--- config.mk ---
export PLATFORM = sky130hd
export DESIGN_NAME = wfn_ctrl
export DESIGN_NICKNAME = d
export VERILOG_FILES = /design/src/rtl/wfn_pkg.sv /design/src/rtl/wfn_ctrl.sv
export SDC_FILE = /design/constraint.sdc
export NUM_CORES = 1
export LEC_CHECK = 0
export BUFFER_PORTS_ARGS = -buffer_cell sky130_fd_sc_hd__buf_2
export CAP_MARGIN = 20
export CORE_MARGIN = 2
export CORE_UTILIZATION = 55
export CTS_CLUSTER_DIAMETER = 200
export DETAILED_ROUTE_END_ITERATION = 10
export PLACE_DENSITY = 0.84
export SETUP_SLACK_MARGIN = 0.02
export SKIP_LAST_GASP = 1
export SLEW_MARGIN = 15
export SYNTH_ARGS = -nofsm -noshare
export SYNTH_HDL_FRONTEND = slang
export SYNTH_SLANG_ARGS = --single-unit
--- constraint.sdc ---
create_clock -name clk -period 4.6 [get_ports clk]
set_clock_uncertainty 0.1 [all_clocks]
set_input_delay 1.38 -clock clk [delete_from_list [all_inputs] [get_ports clk]]
set_output_delay 1.38 -clock clk [all_outputs]
set_load 0.01 [all_outputs]
--- src/rtl/wfn_pkg.sv ---
// Shared types and constants of the waypoint follower.
// Used by the controller, the datapath and the top level; no dependencies.
package wfn_pkg;

  // fixed field widths
  localparam int KIND_W     = 2;
  localparam int SLOT_W     = 6;
  localparam int POS_W      = 6;
  localparam int COUNT_W    = 7;
  localparam int DIST_CFG_W = 40;
  localparam int SAT_W      = 64;

  // store depth, tied to the slot and position field widths
  localparam int MAX_WAYPOINTS = 64;

  // configuration port
  localparam int APB_DATA_W = 64;
  localparam int PADDR_W    = 5;
  localparam int REG_IDX_W  = 2;

  localparam logic [REG_IDX_W-1:0] REG_WAYPOINT_COUNT = 2'd0;
  localparam logic [REG_IDX_W-1:0] REG_ARRIVE_DIST_SQ = 2'd1;
  localparam logic [REG_IDX_W-1:0] REG_LOOP_DIST_SQ   = 2'd2;

  localparam logic [COUNT_W-1:0]    COUNT_RESET  = 7'd0;
  localparam logic [DIST_CFG_W-1:0] ARRIVE_RESET = 40'd409600;  // ten units squared
  localparam logic [DIST_CFG_W-1:0] LOOP_RESET   = 40'd36864;   // three units squared

  // item kinds
  localparam logic [KIND_W-1:0] KIND_LOAD   = 2'd0;
  localparam logic [KIND_W-1:0] KIND_FOLLOW = 2'd1;
  localparam logic [KIND_W-1:0] KIND_QUERY  = 2'd2;

  // which logical position drives the store read
  typedef enum logic [1:0] {
    ADDR_SCAN = 2'd0,
    ADDR_NEXT = 2'd1,
    ADDR_ZERO = 2'd2,
    ADDR_TP   = 2'd3
  } addr_sel_t;

  typedef struct packed {
    logic      capture;
    logic      ram_we;
    logic      clr_known;
    logic      scan_clr;
    logic      rd;
    logic      tag;
    logic      tag_last;
    addr_sel_t addr_sel;
    logic      scan_acc;
    logic      best_take;
    logic      adv;
    logic      keep;
    logic      loop_apply;
    logic      out_load;
    logic      out_hit;
  } wfn_cmd_t;

  typedef struct packed {
    logic [KIND_W-1:0] kind;
    logic              empty;
    logic              target_ok;
    logic              scan_last;
    logic              dist_valid;
    logic              dist_last;
    logic              lt_arrive;
    logic              wrap;
    logic              out_free;
  } wfn_sts_t;

endpackage

--- src/rtl/wfn_ctrl.sv ---
// Sequencing state machine of the waypoint follower.
// Depends on wfn_pkg for the command and status structs.
module wfn_ctrl (
  input  logic               clk,
  input  logic               rst,
  input  logic               in_valid,
  output logic               in_stall,
  output wfn_pkg::wfn_cmd_t  cmd,
  input  wfn_pkg::wfn_sts_t  sts
);
  import wfn_pkg::*;

  typedef enum logic [11:0] {
    S_IDLE       = 12'h001,
    S_DECODE     = 12'h002,
    S_SCAN       = 12'h004,
    S_SCAN_WAIT  = 12'h008,
    S_SCAN_DONE  = 12'h010,
    S_CHECK      = 12'h020,
    S_CHECK_WAIT = 12'h040,
    S_LOOP       = 12'h080,
    S_LOOP_WAIT  = 12'h100,
    S_FETCH      = 12'h200,
    S_SEND_HIT   = 12'h400,
    S_SEND_NONE  = 12'h800
  } state_t;

  state_t state, state_next;

  assign in_stall = (state != S_IDLE);

  always_ff @(posedge clk) begin
    if (rst) begin
      state <= S_IDLE;
    end else begin
      state <= state_next;
    end
  end

  always_comb begin
    cmd          = '0;
    cmd.addr_sel = ADDR_SCAN;
    state_next   = state;
    case (state)
      S_IDLE: begin
        if (in_valid) begin
          cmd.capture = 1'b1;
          state_next  = S_DECODE;
        end
      end
      S_DECODE: begin
        case (sts.kind)
          KIND_LOAD: begin
            cmd.ram_we    = 1'b1;
            cmd.clr_known = 1'b1;
            state_next    = S_SEND_NONE;
          end
          KIND_FOLLOW: begin
            if (sts.empty) begin
              state_next = S_SEND_NONE;
            end else if (sts.target_ok) begin
              state_next = S_CHECK;
            end else begin
              cmd.scan_clr = 1'b1;
              state_next   = S_SCAN;
            end
          end
          KIND_QUERY: begin
            if (sts.empty) begin
              state_next = S_SEND_NONE;
            end else begin
              cmd.scan_clr = 1'b1;
              state_next   = S_SCAN;
            end
          end
          default: begin
            state_next = S_SEND_NONE;
          end
        endcase
      end
      S_SCAN: begin
        cmd.rd       = 1'b1;
        cmd.tag      = 1'b1;
        cmd.tag_last = sts.scan_last;
        cmd.addr_sel = ADDR_SCAN;
        cmd.scan_acc = 1'b1;
        if (sts.scan_last) begin
          state_next = S_SCAN_WAIT;
        end
      end
      S_SCAN_WAIT: begin
        cmd.scan_acc = 1'b1;
        if (sts.dist_valid && sts.dist_last) begin
          state_next = S_SCAN_DONE;
        end
      end
      S_SCAN_DONE: begin
        cmd.best_take = 1'b1;
        state_next    = S_FETCH;
      end
      S_CHECK: begin
        cmd.rd       = 1'b1;
        cmd.tag      = 1'b1;
        cmd.tag_last = 1'b1;
        cmd.addr_sel = ADDR_NEXT;
        state_next   = S_CHECK_WAIT;
      end
      S_CHECK_WAIT: begin
        if (sts.dist_valid) begin
          if (sts.lt_arrive && sts.wrap) begin
            state_next = S_LOOP;
          end else if (sts.lt_arrive) begin
            cmd.adv    = 1'b1;
            state_next = S_FETCH;
          end else begin
            cmd.keep   = 1'b1;
            state_next = S_FETCH;
          end
        end
      end
      S_LOOP: begin
        cmd.rd       = 1'b1;
        cmd.tag      = 1'b1;
        cmd.tag_last = 1'b1;
        cmd.addr_sel = ADDR_ZERO;
        state_next   = S_LOOP_WAIT;
      end
      S_LOOP_WAIT: begin
        if (sts.dist_valid) begin
          cmd.loop_apply = 1'b1;
          state_next     = S_FETCH;
        end
      end
      S_FETCH: begin
        // plain read of the target, kept out of the distance pipe
        cmd.rd       = 1'b1;
        cmd.addr_sel = ADDR_TP;
        state_next   = S_SEND_HIT;
      end
      S_SEND_HIT: begin
        if (sts.out_free) begin
          cmd.out_load = 1'b1;
          cmd.out_hit  = 1'b1;
          state_next   = S_IDLE;
        end
      end
      S_SEND_NONE: begin
        if (sts.out_free) begin
          cmd.out_load = 1'b1;
          state_next   = S_IDLE;
        end
      end
      default: begin
        state_next = S_IDLE;
      end
    endcase
  end

endmodule

==> results.sh <==
export IMPL_status="complete, no violations"
export IMPL_ys_warn_count=0
export IMPL_htreeDepth=1
export IMPL_die_h_um=47.1
export IMPL_cts_tree="yes"
export IMPL_setup_violations=0
export IMPL_final_cell_mix="buf_2 (29), nand2_1 (15), dfxtp_1 (12)"
export IMPL_async_reset_ff_frac=0
export IMPL_clockBufferDepth=2
export IMPL_dp_cells=177
export IMPL_num_vias=1099
export IMPL_synthAdderAreaFrac=0.0367
export IMPL_cp_arrival_ns=2.39
export IMPL_stdcell_count=181
export IMPL_hold_viol=0
export IMPL_layout_commonest_cell="buf_2"
export IMPL_top_register="state"
export IMPL_grt_pass1_vias=915
export IMPL_root_buffer="clkbuf_4"
export IMPL_hpwl_um=1960
export IMPL_ir_drop_uv=236
export IMPL_end_kind="output pin"
export IMPL_wl_per_cell_um=14.3
export IMPL_min_delay_path_class="reg -> reg"
export IMPL_yosysTopAreaCell="dfxtp_1"
export IMPL_synth_avg_cell_area_sq_um=7.58
export IMPL_synth_xor_area_frac=0.0428
export IMPL_largest_reg_flops=12
export IMPL_synth_edff_count=0
export IMPL_synth_ff_type="dfxtp_1"
export IMPL_critPathRequiredTime_ns=3.12
export IMPL_synth_cell_types=43
export IMPL_synthSimpleGateAreaFrac=0.428
export IMPL_cap_viol_max_count=0
export IMPL_rsz0062_at_grt="false"
export IMPL_start_kind="input port"
export IMPL_cell_internal_pwr_uw=201
export IMPL_drv_slew=0
export IMPL_drt_iter0_drc=37
export IMPL_clk_insertion_delay_late_ns=0.28
export IMPL_power_frac_seq=0.400
export IMPL_power_density_nw_per_um2=269
export IMPL_drt_total_wl_um=2590
export IMPL_cts_setup_buffers=0
export IMPL_synth_compound_area_frac=0.160
export IMPL_grt_overflow=0
export IMPL_synthCells=135
export IMPL_antenna_found_initial=0
export IMPL_ant_nets=0
export IMPL_ys_ff_latch=12
export IMPL_fmax_ghz=0.258
export IMPL_reg_top3="state: 12 flops"
export IMPL_tns_ns=0
export IMPL_syn_area_sq_um=1020
export IMPL_period_needed_ns=3.87
export IMPL_crit_path_max_fanout=2
export IMPL_cts_sinks=12
export IMPL_port_buffers=29
export IMPL_drc_errors=0
export IMPL_io_pins=30
export IMPL_synth_area_top_cells="dfxtp_1 (23%), nand2_1 (5.5%), nor4b_1 (4.3%)"
export IMPL_nets=173
export IMPL_tightestPinTransition_ns=0.773
export IMPL_drive_above_1_share=0.276
export IMPL_grt_pass1_wl_um=3900
export IMPL_die_width_um=47.1
export IMPL_crit_type="in -> out"
export IMPL_ctsHoldBuffers=0
export IMPL_gp_congestion=0.914
export IMPL_cts_buffers=3
export IMPL_clk_pin_slew_ns=0.08
export IMPL_firstDrtPassIters=7
export IMPL_viasPerCell=6.07
export IMPL_synth_top_family_by_area="simple AND/OR/NAND/NOR gates"
export IMPL_switching_power_uw=111
export IMPL_synth_mux_area_frac=0
export IMPL_core_area_sq_um=1750
export IMPL_timing_final_crit_share=0.842
export IMPL_n_antenna_cell=0
export IMPL_slew_headroom=0.480
export IMPL_combPwrFrac=0.323
export IMPL_grt_max_degree=14
export IMPL_gr_usage_all_layers=0.253
export IMPL_p_clk_frac=0.277
export IMPL_synth_top_area_frac=0.235
export IMPL_area_delta_synth_final_pct=13.2
export IMPL_fp_row_count=15
export IMPL_ys_seq_area_frac=0.235
export IMPL_post_cts_resized=0
export IMPL_p_sw_frac=0.355
export IMPL_design_die_area_sq_um=2220
export IMPL_initial_core_util=0.586
export IMPL_syn_num_nets=151
export IMPL_power_leakage_nw=0.521
==> kinds of logic after synthesis <==
group | count (synthesis)
xor+xnor | 5
fa+ha+maj | 3
flops | 12
simple gates | 72
compound gates | 25
buf+inv | 18
==> cell usage after synthesis (4+ instances only) <==
library cell,count
nand2_1,15
a21oi_1,8
nor3_1,7
nor4b_1,5
inv_1,6
nand4_1,4
dfxtp_1,12
buf_2,4
o21ai_0,4
nor3b_1,4
nor4_1,4
nor2_1,11
==> power groups by stage <==
stage / Combinational (mW) / Clock, mW / Sequential (mW)
global route: 0.114 / 0.0927 / 0.126
CTS: 0.100 / 0.0883 / 0.124
floorplan: 0.0967 / 0 / 0.114
global placement: 0.0965 / 0 / 0.126
finish: 0.101 / 0.0862 / 0.125
detailed placement: 0.0995 / 0 / 0.126
==> worst paths after layout <==
kind,from,depth (start not counted),slack [ns],endpoint
worst max-delay path,sts[8],7,0.73,cmd[12]
worst min-delay path,state[10],2,0.48,state[10]
worst max register to register,state[8],5,2.45,state[11]
worst min register to register,state[10],2,0.48,state[10]
==> critical path: stages <==
cell	delay (ns)
buf_2	0.09
inv_1	0.05
ha_1	0.29
nor2b_1	0.13
nand4_1	0.11
nor2_1	0.19
buf_2	0.15
==> metal layers <==
metal  global-route usage  vias to the layer above  routed length [um]
met1                0.299                      499                1030
met5                    0                        -                   0
li1                     -                      530                   -
met3               0.0808                       12                 215
met4                0.133                        0                 100
met2                0.408                       58                1240
==> per-stage QoR <==
step	power (mW)	hold WS [ns]	util	setup slack, ns	instance area [sq um]
2_1_floorplan	0.210	0.466	-	0.964	1020
3_3_place_gp	0.223	0.454	0.643	0.785	1120
3_5_place_dp	0.226	0.463	0.643	0.721	1120
4_1_cts	0.312	0.474	0.664	0.715	1160
5_1_grt	0.332	0.527	0.664	0.658	1160
6_report	0.312	0.475	0.664	0.729	1160
==> cell type report <==
| type | count | area (sq um) |
|---|---|---|
| inverter | 6 | 22.5 |
| timing repair buffer | 29 | 145 |
| tap | 25 | 31.3 |
| sequential | 12 | 240 |
| multi-input combinational | 105 | 683 |
| clock buffer | 4 | 36.3 |
| fill | 165 | 587 |
Note: power is estimated with default switching activity, not from simulation.
